===== config.mk =====
export PLATFORM = sky130hd
export DESIGN_NAME = scd_cfg_regs
export DESIGN_NICKNAME = d
export VERILOG_FILES = /design/src/rtl/scd_pkg.sv /design/src/rtl/scd_cfg_regs.sv
export SDC_FILE = /design/constraint.sdc
export NUM_CORES = 1
export LEC_CHECK = 0
export CAP_MARGIN = 30
export CORE_MARGIN = 8
export CORE_UTILIZATION = 38
export CTS_CLUSTER_DIAMETER = 40
export DETAILED_ROUTE_END_ITERATION = 12
export DONT_BUFFER_PORTS = 1
export GPL_TIMING_DRIVEN = 0
export SLEW_MARGIN = 15
export SYNTH_ARGS = -nofsm -noshare
export SYNTH_HDL_FRONTEND = slang
export SYNTH_SLANG_ARGS = --single-unit
export TNS_END_PERCENT = 20

===== constraint.sdc =====
create_clock -name clk_i -period 1 [get_ports clk_i]
set_input_delay 0.05 -clock clk_i [delete_from_list [all_inputs] [get_ports clk_i]]
set_output_delay 0.05 -clock clk_i [all_outputs]
set_load 0.05 [all_outputs]

===== src/rtl/scd_pkg.sv =====
package scd_pkg;

  // Table geometry
  localparam int unsigned TABLE_ENTRIES = 256;
  localparam int unsigned IDX_W = (TABLE_ENTRIES > 1) ? $clog2(TABLE_ENTRIES) : 1;

  // Field widths
  localparam int unsigned ADDR_W  = 32;
  localparam int unsigned TIME_W  = 32;
  localparam int unsigned STALE_W = 16;
  localparam int unsigned WIN_W   = 8;
  localparam int unsigned TOT_W   = 16;
  localparam int unsigned CFG_IDX_W  = 2;
  localparam int unsigned CFG_DATA_W = 32;

  // Register indexes on the configuration port
  localparam logic [CFG_IDX_W-1:0] CFG_SUBNET_MASK   = 2'd0;
  localparam logic [CFG_IDX_W-1:0] CFG_STALE_SECONDS = 2'd1;
  localparam logic [CFG_IDX_W-1:0] CFG_CONNECT_LIMIT = 2'd2;

  // Register reset values
  localparam logic [ADDR_W-1:0]  MASK_RST  = 32'hFFFF_FF00;
  localparam logic [STALE_W-1:0] STALE_RST = 16'd300;
  localparam logic [WIN_W-1:0]   LIMIT_RST = 8'd5;

  localparam logic [WIN_W-1:0] WIN_MAX = {WIN_W{1'b1}};
  localparam logic [TOT_W-1:0] TOT_MAX = {TOT_W{1'b1}};

  typedef enum logic [1:0] {
    OUT_COUNTED = 2'd0,
    OUT_NEW     = 2'd1,
    OUT_DROPPED = 2'd2
  } outcome_e;

  typedef struct packed {
    logic [ADDR_W-1:0] subnet;
    logic [WIN_W-1:0]  win_count;
    logic [TOT_W-1:0]  tot_count;
    logic [TIME_W-1:0] last_time;
    logic [TIME_W-1:0] first_time;
  } entry_t;

  typedef struct packed {
    logic [ADDR_W-1:0]  subnet_mask;
    logic [STALE_W-1:0] stale_seconds;
    logic [WIN_W-1:0]   connect_limit;
  } cfg_t;

  // Per-entry status from the update logic to the sequencer
  typedef struct packed {
    logic              hit;
    logic              empty;
    logic              alert;
    logic [TOT_W-1:0]  total;
    logic [TIME_W-1:0] elapsed;
  } upd_t;

endpackage


===== src/rtl/scd_cfg_regs.sv =====
module scd_cfg_regs (
  input  logic                           clk_i,
  input  logic                           rst_ni,
  input  logic                           cfg_valid_i,
  output logic                           cfg_ready_o,
  input  logic [scd_pkg::CFG_IDX_W-1:0]  cfg_index_i,
  input  logic [scd_pkg::CFG_DATA_W-1:0] cfg_data_i,
  output scd_pkg::cfg_t                  cfg_o
);
  import scd_pkg::*;

  cfg_t cfg_q, cfg_d;

  // Decode the register index; unknown indexes are dropped
  always_comb begin
    cfg_d = cfg_q;
    if (cfg_valid_i) begin
      unique case (cfg_index_i)
        CFG_SUBNET_MASK:   cfg_d.subnet_mask   = cfg_data_i[ADDR_W-1:0];
        CFG_STALE_SECONDS: cfg_d.stale_seconds = cfg_data_i[STALE_W-1:0];
        CFG_CONNECT_LIMIT: cfg_d.connect_limit = cfg_data_i[WIN_W-1:0];
        default:           cfg_d = cfg_q;
      endcase
    end
  end

  always_ff @(posedge clk_i or negedge rst_ni) begin
    if (!rst_ni) begin
      cfg_q.subnet_mask   <= MASK_RST;
      cfg_q.stale_seconds <= STALE_RST;
      cfg_q.connect_limit <= LIMIT_RST;
    end else begin
      cfg_q <= cfg_d;
    end
  end

  assign cfg_ready_o = 1'b1;
  assign cfg_o       = cfg_q;

endmodule


Word-level counts from Yosys, hierarchy flattened
Cells that the tools add are included.
{"block": "totals", "ff_bits": 56, "latch_bits": 0, "ram_bits": 0, "romBits": 0, "output_inout_bits": 57, "memories": 0}
{"block": "op_classes", "add_sub_neg": 0, "n_mul": 0, "div": 0, "n_lt_le_gt_ge": 0, "n_eq_ne": 2, "n_shift": 0, "mux": 0, "bitwise": 0, "n_reduce_logical": 4}
{"operator": "$reduce_and A2 Y1", "n": 3}
{"operator": "$eq A2 B1 Y1 const B", "n": 1}
{"operator": "$eq A2 B2 Y1 const B", "n": 1}
{"operator": "$logic_not A2 Y1", "n": 1}

Longest topological paths before layout
{"block": "logic_depth", "word_depth": 2, "depth_mapped": 3}

Worst setup path before layout
OpenSTA, ideal clock, no wires.
{"block": "synth_path", "path_kind": "input to register", "from": "input cfg_index_i[0] in the netlist's numbering", "to": "register cfg_q, in the netlist cfg_o[24]", "setup_time_ps": 125, "arrival_time_ps": 885, "t_required_ps": 875, "path_slack_ps": -9, "path_stages": 3, "n_path_buf": 1, "path_cell_list": "nor3b_2 buf_4 mux2_2"}
{"block": "synth_via", "elab_chain_len": 2}
{"element": "start: declaration", "line": "scd_cfg_regs.sv:6", "rtl": "input logic [scd_pkg::CFG_IDX_W-1:0] cfg_index_i,"}
{"element": "$logic_not A2 Y1", "line": "scd_cfg_regs.sv:18", "rtl": "unique case (cfg_index_i)"}
{"element": "$reduce_and A2 Y1 (no source line)"}
{"element": "end signal: assignment", "line": "scd_cfg_regs.sv:33", "rtl": "cfg_q <= cfg_d;"}
{"element": "end: declaration", "line": "scd_cfg_regs.sv:12", "rtl": "cfg_t cfg_q, cfg_d;"}
No other way between the ends.
A chain may end at the register's enable or synchronous reset.

Final worst setup path
{"block": "layout_path", "from": "register cfg_q, in the netlist cfg_o[11]", "to": "output cfg_o[11] in the netlist's numbering"}
{"element": "end: declaration", "line": "scd_cfg_regs.sv:8", "rtl": "output scd_pkg::cfg_t cfg_o"}
No word-level cell between the ends.

==> out/metrics.cfg <==
[timing]
hold_slack_ps = -564
slew_viol_final = 0
fmax_ghz = 0.945
rsz0062_at_grt = yes
setup_slack_ps = -58.4
hold_viol = 56
setup_viol = 30
min_period_ps = 1060
finalCritPeriodShare_pct = 106
skew_ps = 0

[floorplan]
fp.dieH_um = 91.0
core.rowCount = 27
die_w_um = 91.0
die_area_mm2 = 0.00829
core_mm2 = 0.00547
ios = 94
initial_core_util_pct = 39.1

[clock_tree]
cts_tree = yes
cts_buffers = 5
postCtsSetupBuffers = 0
htree_levels = 2
cts_root_buffer = clkbuf_8
clkSinkCount = 56
clkTransAtPathRegs_ps = 90
hold_buffers = 32
clock_latency_ps = 300
clock_path_buffers = 2

[synthesis]
synth_mux_area_share_pct = 29.5
synth_compound_area_share_pct = 0
syn_area_mm2 = 0.00214
synthCells = 121
syn-num-nets = 158
synth_xor_area_share_pct = 0
yosysSeqAreaShare_pct = 67.3
ys_ff_latch = 56
yosysWarnings = 0
syn_area_per_cell_um2 = 17.7
synthAdderAreaFrac_pct = 0
yosysUniqueCellTypes = 10
synth-simple-area-share_pct = 1.46
synth_top_family_by_area = multiplexers

[place]
port_buffers = 0
hpwlAfterDp_um = 3510
placed_area_mm2 = 0.00224
place_congestion = 0.649

[global_routing]
antenna_found_initial = 0
overflow = 0
grt_use_total_pct = 11.6
grt_pass1_wl_um = 7560
grt_start_max_net_pins = 57
grt_pass1_vias = 1349

[final_layout]
design_area_mm2 = 0.00271
area_growth_pct = 26.5
drive_gt1_share_pct = 77.0
final_common_cell = mux2_2
diodes = 0
final_cell_mix = mux2_2 (51), dlygate4sd3_1 (32), dfstp_2 (30)
final_nets = 197
largest_reg_flops = 56

[hold_path]
hp-class = input pin to asynchronous set/reset pin

[drt]
firstDrtPassIters = 2
wire_per_inst_um = 20.8
ant_nets = 0
drt_first_iter_violations = 24
vias_per_cell = 4.88
vias = 1138
drt_wl_total_um = 4840
drc = 0

[critical_path]
r2r-start = cfg_o[16]
cp.arrival_ps = 1010
rr_endpoint = cfg_o[16]
endpoint_kind = primary output
cp.required_ps = 950
critical_path_class = register to primary output
path_max_fanout = 2
endpoint = cfg_o[11]
crit_path_start_kind = register
crit_start = cfg_o[11]
cp.depth = 0
r2r_cells = 1
reg2reg_slack_ps = 20

[power]
power.density_mw_per_mm2 = 2530
leakage_nw = 1.06
peakVddDrop_uv = 1380

[flow_run]
maxCapViolCount = 0

[run_status]
violations = hold timing, setup timing
status = finished with violations

==> per-stage QoR <==
step	setup TNS, ps	setup slack, ps	total power [mW]	std cells	util (%)
3_3_place_gp	-2950	-115	5.29	193	40.9
6_report	-1470	-58.4	6.86	233	49.5
4_1_cts	-2070	-78.7	6.94	233	49.3
5_1_grt	-2680	-106	7.14	233	49.5
2_1_floorplan	0	9.61	5.13	121	-
3_5_place_dp	-4240	-141	5.35	193	40.9
==> worst min path at each step <==
stage,start,end,cells after the start
5_1_grt,rst_ni,cfg_o[25],0
4_1_cts,rst_ni,cfg_o[26],0
2_1_floorplan,rst_ni,cfg_o[12],0
3_3_place_gp,rst_ni,cfg_o[5],0
6_report,rst_ni,cfg_o[8],0
3_5_place_dp,rst_ni,cfg_o[5],0
==> metal layers <==
layer	vias to the layer above	GRT usage, %	routed length (um)
met5	-	0	0
met1	577	10.7	1670
li1	498	-	-
met2	61	20.6	2560
met4	0	3.00	8
met3	2	7.57	599
==> cell type report <==
class                      instances  area [um^2]
clock buffer                       6         72.6
multi-input combinational         60          683
sequential                        56         1470
buffer                             5         35.0
tap                               72         90.1
timing repair buffer              32          320
clock inverter                     2         35.0
fill                             459         2770
==> repair_timing <==
item / 4_1_cts / 5_1_grt
endpoints found under the hold margin: 112 / 56
gates resized for setup: 26 / 3
endpoints found under the setup margin: 82 / 33
==> cell usage after synthesis <==
cell type	number	area, um^2
nand3b_1	1	7.51
dfstp_2	30	788
nor3b_2	1	12.5
buf_2	1	5.00
conb_1	1	3.75
dfrtp_1	26	651
nand3b_2	1	11.3
mux2_2	54	608
mux2_1	2	22.5
buf_4	4	30.0
==> cells by family after synthesis <==
logic type	Yosys count
mux	56
flops	56
buf+inv	5
simple gates	3
other cells	1
==> power breakdown <==
part           internal (mW)  leakage, nW  switching, mW
clock                  0.743       0.0552          0.654
combinational          0.437        0.407          0.195
sequential              2.93        0.596           1.89
total                   4.11         1.06           2.74
(Power assumes the default switching activity.)
