### config.mk
export PLATFORM = sky130hd
export DESIGN_NAME = scd_entry_update
export DESIGN_NICKNAME = d
export VERILOG_FILES = /design/src/rtl/scd_pkg.sv /design/src/rtl/scd_entry_update.sv
export SDC_FILE = /design/constraint.sdc
export NUM_CORES = 1
export LEC_CHECK = 0
export BUFFER_PORTS_ARGS = -buffer_cell sky130_fd_sc_hd__buf_2
export CAP_MARGIN = 10
export CORE_AREA = 3 3 157 159
export DETAILED_ROUTE_END_ITERATION = 12
export DIE_AREA = 0 0 160 162
export PLACE_DENSITY = 0.57
export SLEW_MARGIN = 20
export SYNTH_ARGS = -nofsm -noshare
export SYNTH_HDL_FRONTEND = slang
export SYNTH_SLANG_ARGS = --single-unit
export TNS_END_PERCENT = 50
### constraint.sdc
create_clock -name vclk -period 13.8
set_input_delay 1.38 -clock vclk [all_inputs]
set_output_delay 1.38 -clock vclk [all_outputs]
set_load 0.005 [all_outputs]
### src/rtl/scd_pkg.sv
package scd_pkg;

  // Table geometry
  localparam int unsigned TABLE_ENTRIES = 256;
  localparam int unsigned IDX_W = (TABLE_ENTRIES > 1) ? $clog2(TABLE_ENTRIES) : 1;

  // Field widths
  localparam int unsigned ADDR_W  = 32;
  localparam int unsigned TIME_W  = 32;
  localparam int unsigned STALE_W = 16;
  localparam int unsigned WIN_W   = 8;
  localparam int unsigned TOT_W   = 16;
  localparam int unsigned CFG_IDX_W  = 2;
  localparam int unsigned CFG_DATA_W = 32;

  // Register indexes on the configuration port
  localparam logic [CFG_IDX_W-1:0] CFG_SUBNET_MASK   = 2'd0;
  localparam logic [CFG_IDX_W-1:0] CFG_STALE_SECONDS = 2'd1;
  localparam logic [CFG_IDX_W-1:0] CFG_CONNECT_LIMIT = 2'd2;

  // Register reset values
  localparam logic [ADDR_W-1:0]  MASK_RST  = 32'hFFFF_FF00;
  localparam logic [STALE_W-1:0] STALE_RST = 16'd300;
  localparam logic [WIN_W-1:0]   LIMIT_RST = 8'd5;

  localparam logic [WIN_W-1:0] WIN_MAX = {WIN_W{1'b1}};
  localparam logic [TOT_W-1:0] TOT_MAX = {TOT_W{1'b1}};

  typedef enum logic [1:0] {
    OUT_COUNTED = 2'd0,
    OUT_NEW     = 2'd1,
    OUT_DROPPED = 2'd2
  } outcome_e;

  typedef struct packed {
    logic [ADDR_W-1:0] subnet;
    logic [WIN_W-1:0]  win_count;
    logic [TOT_W-1:0]  tot_count;
    logic [TIME_W-1:0] last_time;
    logic [TIME_W-1:0] first_time;
  } entry_t;

  typedef struct packed {
    logic [ADDR_W-1:0]  subnet_mask;
    logic [STALE_W-1:0] stale_seconds;
    logic [WIN_W-1:0]   connect_limit;
  } cfg_t;

  // Per-entry status from the update logic to the sequencer
  typedef struct packed {
    logic              hit;
    logic              empty;
    logic              alert;
    logic [TOT_W-1:0]  total;
    logic [TIME_W-1:0] elapsed;
  } upd_t;

endpackage

### src/rtl/scd_entry_update.sv
module scd_entry_update (
  input  scd_pkg::entry_t              rd_entry_i,
  input  logic [scd_pkg::ADDR_W-1:0]   key_i,
  input  logic [scd_pkg::TIME_W-1:0]   now_i,
  input  scd_pkg::cfg_t                cfg_i,
  output scd_pkg::entry_t              wr_entry_o,
  output scd_pkg::upd_t                upd_o
);
  import scd_pkg::*;

  logic              occupied;
  logic              hit;
  logic              stale;
  logic [TIME_W:0]   stale_sum;
  logic [WIN_W-1:0]  win_base;
  logic [WIN_W-1:0]  win_inc;
  logic [TOT_W-1:0]  tot_base;
  logic [TOT_W-1:0]  tot_inc;
  logic [TIME_W-1:0] first_base;
  logic [TIME_W-1:0] age;
  logic              alert;

  // Classify the slot
  assign occupied  = (rd_entry_i.subnet != '0);
  assign hit       = occupied && (rd_entry_i.subnet == key_i);
  assign stale_sum = {1'b0, rd_entry_i.last_time} + {{(TIME_W+1-STALE_W){1'b0}}, cfg_i.stale_seconds};
  assign stale     = (stale_sum < {1'b0, now_i});

  // Restart a stale hit, then count with saturation
  assign win_base   = stale ? '0 : rd_entry_i.win_count;
  assign tot_base   = stale ? '0 : rd_entry_i.tot_count;
  assign first_base = stale ? now_i : rd_entry_i.first_time;
  assign win_inc    = (win_base == WIN_MAX) ? WIN_MAX : win_base + WIN_W'(1);
  assign tot_inc    = (tot_base == TOT_MAX) ? TOT_MAX : tot_base + TOT_W'(1);
  // A limit of zero alerts on every count, as the count is at least one
  assign alert      = (win_inc >= cfg_i.connect_limit);
  assign age        = stale ? '0 : now_i - rd_entry_i.first_time;

  always_comb begin
    wr_entry_o = rd_entry_i;
    if (hit) begin
      wr_entry_o.win_count  = alert ? '0 : win_inc;
      wr_entry_o.tot_count  = tot_inc;
      wr_entry_o.first_time = first_base;
      wr_entry_o.last_time  = now_i;
    end else if (occupied && stale) begin
      // Free an idle entry of another subnet
      wr_entry_o.subnet = '0;
    end
  end

  assign upd_o.hit     = hit;
  assign upd_o.empty   = !occupied;
  assign upd_o.alert   = hit && alert;
  assign upd_o.total   = tot_inc;
  assign upd_o.elapsed = age;

endmodule

# After elaboration in Yosys (flattened, before gate mapping)

Index checks and enable logic that the tools add are counted.

Word-level logic and storage cells: 24
ROM bits: 0
Output and inout bits: 171
Bits in latches: 0
Flip-flop bits (word level): 0
Memories kept: 0
Memory bits (writable): 0
Input port bits: 240

Shift operators: 0
Reduce and logical (&&, ||, !) cells: 5
Equal/unequal tests: 3
$mul: 0
Bitwise operators: 0
Order comparisons: 2
Div/mod/pow operators: 0
$add $sub $neg: 4
Multiplexer cells: 10

Operators by type and width:

| kind                                           | count |
|---|---|
| two-way mux 32 bit                             | 4 |
| two-way mux 88 bit                             | 1 |
| adder 32 x 16 -> 33 bit                        | 1 |
| less-than comparator 33 x 32 -> 1 bit          | 1 |
| equality test 32 bit                           | 1 |
| two-way mux 16 bit                             | 2 |
| nonzero test 32 bit                            | 1 |
| subtractor 32 bit                              | 1 |
| two-way mux 8 bit                              | 3 |
| adder 16 x 1 -> 16 bit (second input constant) | 1 |
| equality test 16 bit (second input constant)   | 1 |
| adder 8 x 1 -> 8 bit (second input constant)   | 1 |
| equality test 8 bit (second input constant)    | 1 |
| greater-or-equal comparator 8 bit              | 1 |
| logical AND 1 bit                              | 3 |
| logical NOT 1 bit                              | 1 |

# Logic depth before layout (Yosys ltp)

Gate-level depths: netlist of the first run.

Depth after elaboration: 8
Depth in mapped cells: 37

# Worst setup path before layout of the first run

No wires, ideal clock.

Path type: input to output
From: input port rd_entry_i[32] in the netlist's numbering
To: output port wr_entry_o[82] in the netlist's numbering
Slack: 4.665 ns
Arrival: 7.755 ns
Stages on the path: 35
Required time: 12.420 ns
Cell sequence: ha_1 > inv_1 > fa_1 > nor2b_1 > o31a_1 > o21ai_2 > nand3_1 > a31oi_1 > a211oi_1 > nand4_1 > xnor2_1 > ha_1 > nand3_1 > nor3_1 > nand2_1 > a2111oi_0 > nor3_4 > clkbuf_1 > buf_2 > nor2_1 > ha_1 > nand3_1 > nor2_1 > nand4_1 > nor3b_1 > ha_1 > nand2b_1 > a21o_1 > a21o_1 > a21oi_1 > nor2b_1 > o21ai_0 > a211o_1 > o211ai_1 > a21oi_1

RTL lines:

| what        | RTL line              | RTL |
|---|---|---|
| from (decl) | scd_entry_update.sv:2 | `input scd_pkg::entry_t rd_entry_i,` |
| to (decl)   | scd_entry_update.sv:6 | `output scd_pkg::entry_t wr_entry_o,` |

==> results_tabular.tex, run 1 <==
\begin{tabular}{lr}
\hline
Metric & Value \\
\hline
\multicolumn{2}{l}{\textbf{STA}} \\
\quad Worst Max-Slew Pin Slew & 0.9380 ns \\
\quad Slew margin rel. & 0.3731 \\
\quad Achievable frequency & 0.09388 GHz \\
\quad Unrepaired setup endpoints after global routing & false \\
\quad Fin crit share & 0.7718 \\
\quad Final setup slack of the worst path & around 3.1 ns \\
\quad Total negative slack for setup checks & 0 ns \\
\quad Final max-slew violation count & 0 \\
\quad Final Critical Period & 10.65 ns \\
\quad Final Hold Violating Endpoints & 0 \\
\quad Post-route worst hold slack & 3.045 ns \\
\quad Setup violation total in the final timing report & 0 \\
\multicolumn{2}{l}{\textbf{Synthesis}} \\
\quad Netlist area before placement & just over 6000 µm² \\
\quad Largest area contributor in the netlist & ha\_1 \\
\quad Instance count of the mapped netlist & 941 \\
\quad Adder-cell share of the synthesized area & 0.1855 \\
\quad Mean instance size in the synthesized netlist & 6.537 µm² \\
\quad Synthesized-area fraction occupied by and/or/nand/nor cells & 0.2762 \\
\quad Complex-gate fraction of the synthesized area & 0.2520 \\
\quad Portion of netlist area occupied by mux cells & 0.06021 \\
\quad Total nets after synthesis & 1271 \\
\quad Synth top area share & 0.1790 \\
\quad Register area share after synthesis & 0 \\
\quad Combinational family with the most area after synthesis & simple AND/OR/NAND/NOR gates \\
\quad Most common cell in the netlist & inv\_1 \\
\quad Area share of xor/xnor cells in the synthesized design & 0.1424 \\
\quad Number of distinct library cell variants in the gate-level netlist after synthesis & slightly above 60 \\
\quad Cell types with the highest counts after synthesis & inv\_1 (93), ha\_1 (88), nand2\_1 (83), a21oi\_1 (82), nor2\_1 (73) \\
\quad Total of warnings raised by yosys & 0 \\
\quad Area contributors post-synth & ha\_1 (18\%), xor2\_1 (8.0\%), a21oi\_1 (6.7\%), xnor2\_1 (6.3\%), o21ai\_0 (5.9\%) \\
\multicolumn{2}{l}{\textbf{Clock tree}} \\
\quad Gates resized, CTS repair & 0 \\
\quad Post-CTS Repair Setup Buffers & 0 \\
\quad Number of hold buffers added after CTS & 0 \\
\multicolumn{2}{l}{\textbf{Placed design}} \\
\quad Final weighted congestion of routability-driven global placement & 0.9029 \\
\quad Area after DPL & 8320 µm² \\
\quad Number of input and output port buffers inserted & approximately 380 \\
\quad Dpl ws & 2.996 ns \\
\quad DP Wirelength & 23.72 mm \\
\quad Placed Cells & 1609 \\
\multicolumn{2}{l}{\textbf{Global routing}} \\
\quad Gr ovfl total & 0 \\
\quad Antenna violations before repair & 4 \\
\quad Maximum number of pins on one net before global-route repair & 65 \\
\quad Number of global-route vias before repair & 7435 \\
\quad GRT Resource Usage Total & 0.1919 \\
\quad Wire length of the first global-routing pass & 40.76 mm \\
\multicolumn{2}{l}{\textbf{Power}} \\
\quad Fraction of power consumed by sequential logic & 0 \\
\quad Switching portion of total power & 0.5514 \\
\quad Leak & between 4 and 5 nW \\
\quad Power per cell area & 39.13 nW/µm² \\
\quad Share of power burned in combinational logic & 1.000 \\
\quad Clk network pwr share & 0 \\
\quad Total power & 326.0 µW \\
\quad Maximum vdd drop & $\sim$0.021 mV \\
\quad Switching component of the power & 179.8 µW \\
\quad Internal power summed over all cells & 146.2 µW \\
\multicolumn{2}{l}{\textbf{Cells and area}} \\
\quad Total number of sequential cells & 0 \\
\quad Non-filler instance count after layout & between 1500 and 2000 \\
\quad Layout-stage area growth over the synthesis result & 35.48\% \\
\quad Nets@finish & roughly 1600 \\
\quad Cell area after layout & around 8300 µm² \\
\quad Share of final-layout standard cells stronger than drive strength 1 & 0.3287 \\
\quad Clk\_buf instances & 0 \\
\quad Core occupancy in the finished layout & 0.3561 \\
\quad Storage cell area & 0 µm² \\
\multicolumn{2}{l}{\textbf{Floorplan}} \\
\quad Vertical extent of the die & roughly 160 µm \\
\quad Starting density of the core & 0.2628 \\
\quad Die span in x & 160 µm \\
\quad Die Outline Area & around 26000 µm² \\
\quad Core box area & 23400 µm² \\
\quad Row cnt & 56 \\
\quad Top Ports & 411 \\
\multicolumn{2}{l}{\textbf{Critical path}} \\
\quad Critical path startpoint category & input pin \\
\quad Crit Path Max Fanout & 8 \\
\quad Crit path required time & 12.42 ns \\
\quad Delay of the slowest cell on the worst path & 0.75 ns \\
\quad Cell with the most instances on the worst path & ha\_1 \\
\quad Crit. End Element & output port \\
\quad Cell at the slowest stage of the critical path & a211oi\_1 \\
\quad Path type of the worst setup path & input pin to output port \\
\quad Data arrival time of the critical path & 9.27 ns \\
\multicolumn{2}{l}{\textbf{Worst hold path}} \\
\quad Worst hold path type & input pin to output port \\
\multicolumn{2}{l}{\textbf{Route}} \\
\quad DR DRC count & 0 \\
\quad Routed wire length & 27.21 mm \\
\quad Initial DRC count & roughly 310 \\
\quad TritonRoute pass-1 iters & 4 \\
\quad Via count of the routed design & approximately 8000 \\
\quad Routed vias/inst & 4.896 \\
\quad Post-DRT Antenna Nets & 0 \\
\quad WL/cell & about 17 µm \\
\multicolumn{2}{l}{\textbf{Outcome}} \\
\quad Status & completed \\
\multicolumn{2}{l}{\textbf{Job}} \\
\quad Max Cap Violations & 0 \\
\hline
\end{tabular}
[worst max-delay path, delay by kind of cell]
family,cells,cell delay [ns]
AO/OA/AOI/OAI,12,3.45
AND/OR/NAND/NOR,14,2.56
adder cells (fa/ha/maj),5,1.39
buffers and inverters,3,0.29
XOR/XNOR,1,0.17
[area by class of cell]
type,count,area [µm²]
Antenna cell,3,7.507
Inverter,94,352.8
Timing Repair Buffer,383,1927
Tap cell,319,399.1
Multi-Input combinational cell,813,5647
Fill cell,2646,15070
[power by group through the flow]
stage                        Clock, mW  Combinational, mW  Sequential [mW]
after CTS                            0              0.328                0
after detailed placement             0              0.326                0
after global routing      0.0000000291              0.365                0
after floorplan                      0              0.194                0
after global placement               0              0.324                0
final                     0.0000000292              0.326                0
[logic make-up (layout without fill, tap and decap cells)]
kind of cell	Yosys count	in the layout
AOI/OAI and AO/OA	254	254
buffers and inverters	128	477
and+or+nand+nor	336	336
other	0	3
muxes	33	33
adders and majority gates	90	90
xor gates and xnor gates	100	100
[routing by layer]
| metal | wire length [µm] | share of wire | GRT usage |
|---|---|---|---|
| met1 | 11240 | 0.41 | 0.2311 |
| met2 | 13590 | 0.50 | 0.3597 |
| met3 | 1845 | 0.068 | 0.03366 |
| met4 | 518 | 0.019 | 0.03393 |
| met5 | 13 | 0.00048 | 0 |
[worst paths after layout]
kind | from | end | slack (ns) | depth (start not counted)
max | rd_entry_i[32] | wr_entry_o[82] | 3.15 | 35
min | rd_entry_i[27] | wr_entry_o[27] | 3.04 | 4
[cells in the final DEF (no fill, tap or decap), drive strengths merged, types with 4 or more instances in the layout]
cell | Yosys | routed
a211oi | 12 | 12
a21o | 27 | 27
a21oi | 83 | 83
a31oi | 11 | 11
and2 | 41 | 41
and3 | 12 | 12
buf | 13 | 383
ha | 88 | 88
inv | 94 | 94
mux2 | 32 | 32
nand2 | 84 | 84
nand2b | 12 | 12
nand3 | 27 | 27
nand4 | 21 | 21
nor2 | 73 | 73
nor2b | 13 | 13
nor3 | 16 | 16
nor4 | 20 | 20
o211ai | 4 | 4
o21a | 13 | 13
o21ai | 74 | 74
o21bai | 4 | 4
or3 | 6 | 6
xnor2 | 44 | 44
xor2 | 56 | 56
Note: power is estimated with default switching activity, not from simulation.
==> run 2: changes to the inputs <==
ABC_AREA = 1   (was not set)
CORE_AREA = 3 3 160 162   (was 3 3 157 159)
DIE_AREA = 0 0 163 165   (was 0 0 160 162)
PLACE_DENSITY = 0.6   (was 0.57)
clock period = 8.75 ns   (was 13.8 ns; I/O delays follow)
==> run 2 against run 1 <==
Effect of this change: clock-buffer cell count did not move; combinational power up 65%; first-iteration DRC count increased by 100%; non-clock buffer count up 3; via count up 15%; critical path type unchanged; final area grew 7.4%; die area grew 3.8%.
==> results_tabular.tex, run 2 <==
\begin{tabular}{lr}
\hline
Metric & Value \\
\hline
\multicolumn{2}{l}{\textbf{Cells and area}} \\
\quad Most common cell after layout, fill and taps aside & buf\_2 \\
\quad Cell area after layout & 8946 µm² (+7.4\%) \\
\quad Share of final-layout standard cells stronger than drive strength 1 & 0.2796 (-0.04911) \\
\quad Fill cells & 2823 (+6.7\%) \\
\quad Commonest cells after routing, fill and taps aside & buf\_2 (379), nand2\_1 (343), inv\_1 (230) \\
\quad Layout-stage area growth over the synthesis result & 32.95\% \\
\quad Storage cell area & 0 µm² (unchanged) \\
\quad Total number of sequential cells & 0 (unchanged) \\
\quad Nets@finish & 1938 (+19\%) \\
\quad Clk\_buf instances & 0 (unchanged) \\
\multicolumn{2}{l}{\textbf{Floorplan}} \\
\quad Row cnt & 57 (+1.8\%) \\
\quad Core box area & 24250 µm² (+3.6\%) \\
\quad Top Ports & 411 (unchanged) \\
\quad Die Outline Area & 26900 µm² (+3.8\%) \\
\quad Die span in x & 163 µm (+1.9\%) \\
\quad Vertical extent of the die & 165 µm (+1.9\%) \\
\quad Starting density of the core & 0.2775 (+0.01467) \\
\multicolumn{2}{l}{\textbf{Global routing}} \\
\quad Antenna violations before repair & 3 (-1) \\
\quad Wire length of the first global-routing pass & 43.18 mm (+5.9\%) \\
\quad Gr ovfl total & 0 (unchanged) \\
\quad GRT Resource Usage Total & 0.1978 (+0.005888) \\
\quad Maximum number of pins on one net before global-route repair & 66 (+1.5\%) \\
\quad Met3 usage in global routing & 0.006521 (-0.02714) \\
\quad GR Util met1 & 0.2726 (+0.04153) \\
\quad Most utilized layer in the global route result & met2 \\
\quad Routing usage on met2 & 0.3458 (-0.01394) \\
\quad Number of global-route vias before repair & 8341 (+12\%) \\
\multicolumn{2}{l}{\textbf{Placed design}} \\
\quad Area after DPL & 8934 µm² (+7.4\%) \\
\quad Number of input and output port buffers inserted & 379 (unchanged) \\
\quad DP Wirelength & 25.67 mm (+8.2\%) \\
\quad Final weighted congestion of routability-driven global placement & 0.9597 (+6.3\%) \\
\multicolumn{2}{l}{\textbf{Critical path}} \\
\quad Cell at the slowest stage of the critical path & ha\_1 \\
\quad Path type of the worst setup path & input pin to output port \\
\quad Data arrival time of the critical path & 7.04 ns (-2.23 ns) \\
\quad Delay of the slowest cell on the worst path & 0.37 ns (-0.38 ns) \\
\quad Crit. End Element & output port \\
\quad Crit Path Max Fanout & 17 (+9) \\
\quad Crit path required time & 7.88 ns (-4.54 ns) \\
\quad Critical path startpoint category & input pin \\
\quad Cell with the most instances on the worst path & nand2\_1 \\
\multicolumn{2}{l}{\textbf{STA}} \\
\quad Setup violation total in the final timing report & 0 (unchanged) \\
\quad Slew margin rel. & 0.5884 (+0.2153) \\
\quad Fin crit share & 0.9041 \\
\quad Total negative slack for setup checks & 0 ns (unchanged) \\
\quad Achievable frequency & 0.1264 GHz \\
\quad Worst Max-Slew Pin Slew & 0.6167 ns (-0.3213 ns) \\
\quad Final Critical Period & between 7 and 8 ns \\
\quad Unrepaired setup endpoints after global routing & false \\
\quad Final Hold Violating Endpoints & 0 (unchanged) \\
\quad Final max-slew violation count & 0 (unchanged) \\
\multicolumn{2}{l}{\textbf{Route}} \\
\quad Routed vias/inst & 4.705 (-3.9\%) \\
\quad Via count of the routed design & 9099 (+15\%) \\
\quad Routed wire length & 28.83 mm (+6.0\%) \\
\quad Post-DRT Antenna Nets & 0 (unchanged) \\
\quad DR DRC count & 0 (unchanged) \\
\quad Initial DRC count & 640 (+100\%) \\
\quad WL/cell & 14.90 µm (-12\%) \\
\quad TritonRoute pass-1 iters & 5 (+1) \\
\multicolumn{2}{l}{\textbf{Synthesis}} \\
\quad Instance count of the mapped netlist & 1249 (+33\%) \\
\quad Synth top area share & 0.1925 (+0.01344) \\
\quad Netlist area before placement & 6729 µm² (+9.4\%) \\
\quad Largest area contributor in the netlist & nand2\_1 \\
\quad Cell types with the highest counts after synthesis & nand2\_1 (345), inv\_1 (230), o21ai\_0 (111), nor2\_1 (96), ha\_1 (88) \\
\quad Number of distinct library cell variants in the gate-level netlist after synthesis & 52 (-16\%) \\
\quad Register area share after synthesis & 0 (unchanged) \\
\quad Area contributors post-synth & nand2\_1 (19\%), ha\_1 (16\%), inv\_1 (13\%), o21ai\_0 (8.3\%), nor2\_1 (5.4\%) \\
\quad Mean instance size in the synthesized netlist & 5.387 µm² (-18\%) \\
\quad Total of warnings raised by yosys & 0 (unchanged) \\
\quad Total nets after synthesis & 1579 (+24\%) \\
\quad Most common cell in the netlist & nand2\_1 \\
\multicolumn{2}{l}{\textbf{Power}} \\
\quad Leak & 5.615 nW (+24\%) \\
\quad Maximum vdd drop & 0.02676 mV (+28\%) \\
\quad Power per cell area & 60.30 nW/µm² (+54\%) \\
\multicolumn{2}{l}{\textbf{Outcome}} \\
\quad Status & completed \\
\multicolumn{2}{l}{\textbf{Job}} \\
\quad Max Cap Violations & 0 (unchanged) \\
\multicolumn{2}{l}{\textbf{Worst hold path}} \\
\quad Worst hold path type & input pin to output port \\
\hline
\end{tabular}
==> run 2: changes by cell type after synthesis, sizes merged, moves of 21 or more <==
| cell | before | now |
|---|---|---|
| nand2 | 84 | 357 |
| inv | 94 | 233 |
| nand3 | 27 | 67 |
| o21ai | 74 | 114 |
| and2 | 41 | 4 |
| mux2 | 32 | 0 |
| nor2 | 73 | 105 |
| xor2 | 56 | 33 |
| a21o | 27 | 6 |
==> run 2: logic make-up (layout without fill, tap and decap cells) <==
kind of cell,Yosys count,in the layout,synth area share
simple gates,597,597,0.3970
buf+inv,263,620,0.1541
compound gates,228,228,0.1869
fa+ha+maj,90,90,0.1696
xor+xnor,71,71,0.09241
other cells,0,4,0
==> run 2: cell type report <==
class                           count  area (µm²)  area share
Antenna cell                        4       10.01    0.001119
Timing Repair Buffer              386        1949      0.2179
Tap cell                          324       405.4     0.04531
Inverter                          234       878.3     0.09818
Multi-Input combinational cell    986        5703      0.6375
==> run 2: path summary, 6_finish.rpt <==
path | start | to | depth (start not counted)
max | rd_entry_i[37] | wr_entry_o[82] | 40
min | rd_entry_i[109] | wr_entry_o[109] | 4
==> run 2: timing repair <==
item,in CTS,in global routing
setup buffers,0,0
hold buffers,0,0
resized for setup,0,1
setup endpoints to repair,0,7
==> run 2: critical path, delay by kind of cell <==
family                     cells  cell delay (ns)
buffers and inverters          5             0.45
adders and majority gates      4             1.12
AOI/OAI and AO/OA              8             1.50
and+or+nand+nor               23             3.05
==> run 2: metrics by stage <==
stage | cells | setup slack [ns] | hold slack [ns] | power (mW) | utilization
after detailed placement | 1930 | 0.7414 | 2.032 | 0.5381 | 0.3684
after global routing | 1933 | 0.09961 | 2.060 | 0.6116 | 0.3688
after global placement | 1930 | 0.7671 | 2.038 | 0.5334 | 0.3684
after CTS | 1930 | 0.7088 | 2.032 | 0.5412 | 0.3684
after floorplan | 1249 | 1.643 | 1.830 | 0.3227 | -
final | 1934 | 0.8394 | 2.034 | 0.5395 | 0.3689
==> run 2: layer usage <==
| layer | vias up | wire length, µm |
|---|---|---|
| met3 | 30 | 1584 |
| met4 | 0 | 533 |
| met5 | - | 0 |
| li1 | 4722 | - |
| met2 | 296 | 13710 |
| met1 | 4051 | 13000 |
==> run 2: power by group <==
group	leakage [nW]	total [mW]	switching [mW]	internal, mW
clock	0.0000254	0.0000000614	0	0.0000000614
combinational	5.62	0.539	0.319	0.220
sequential	0	0	0	0
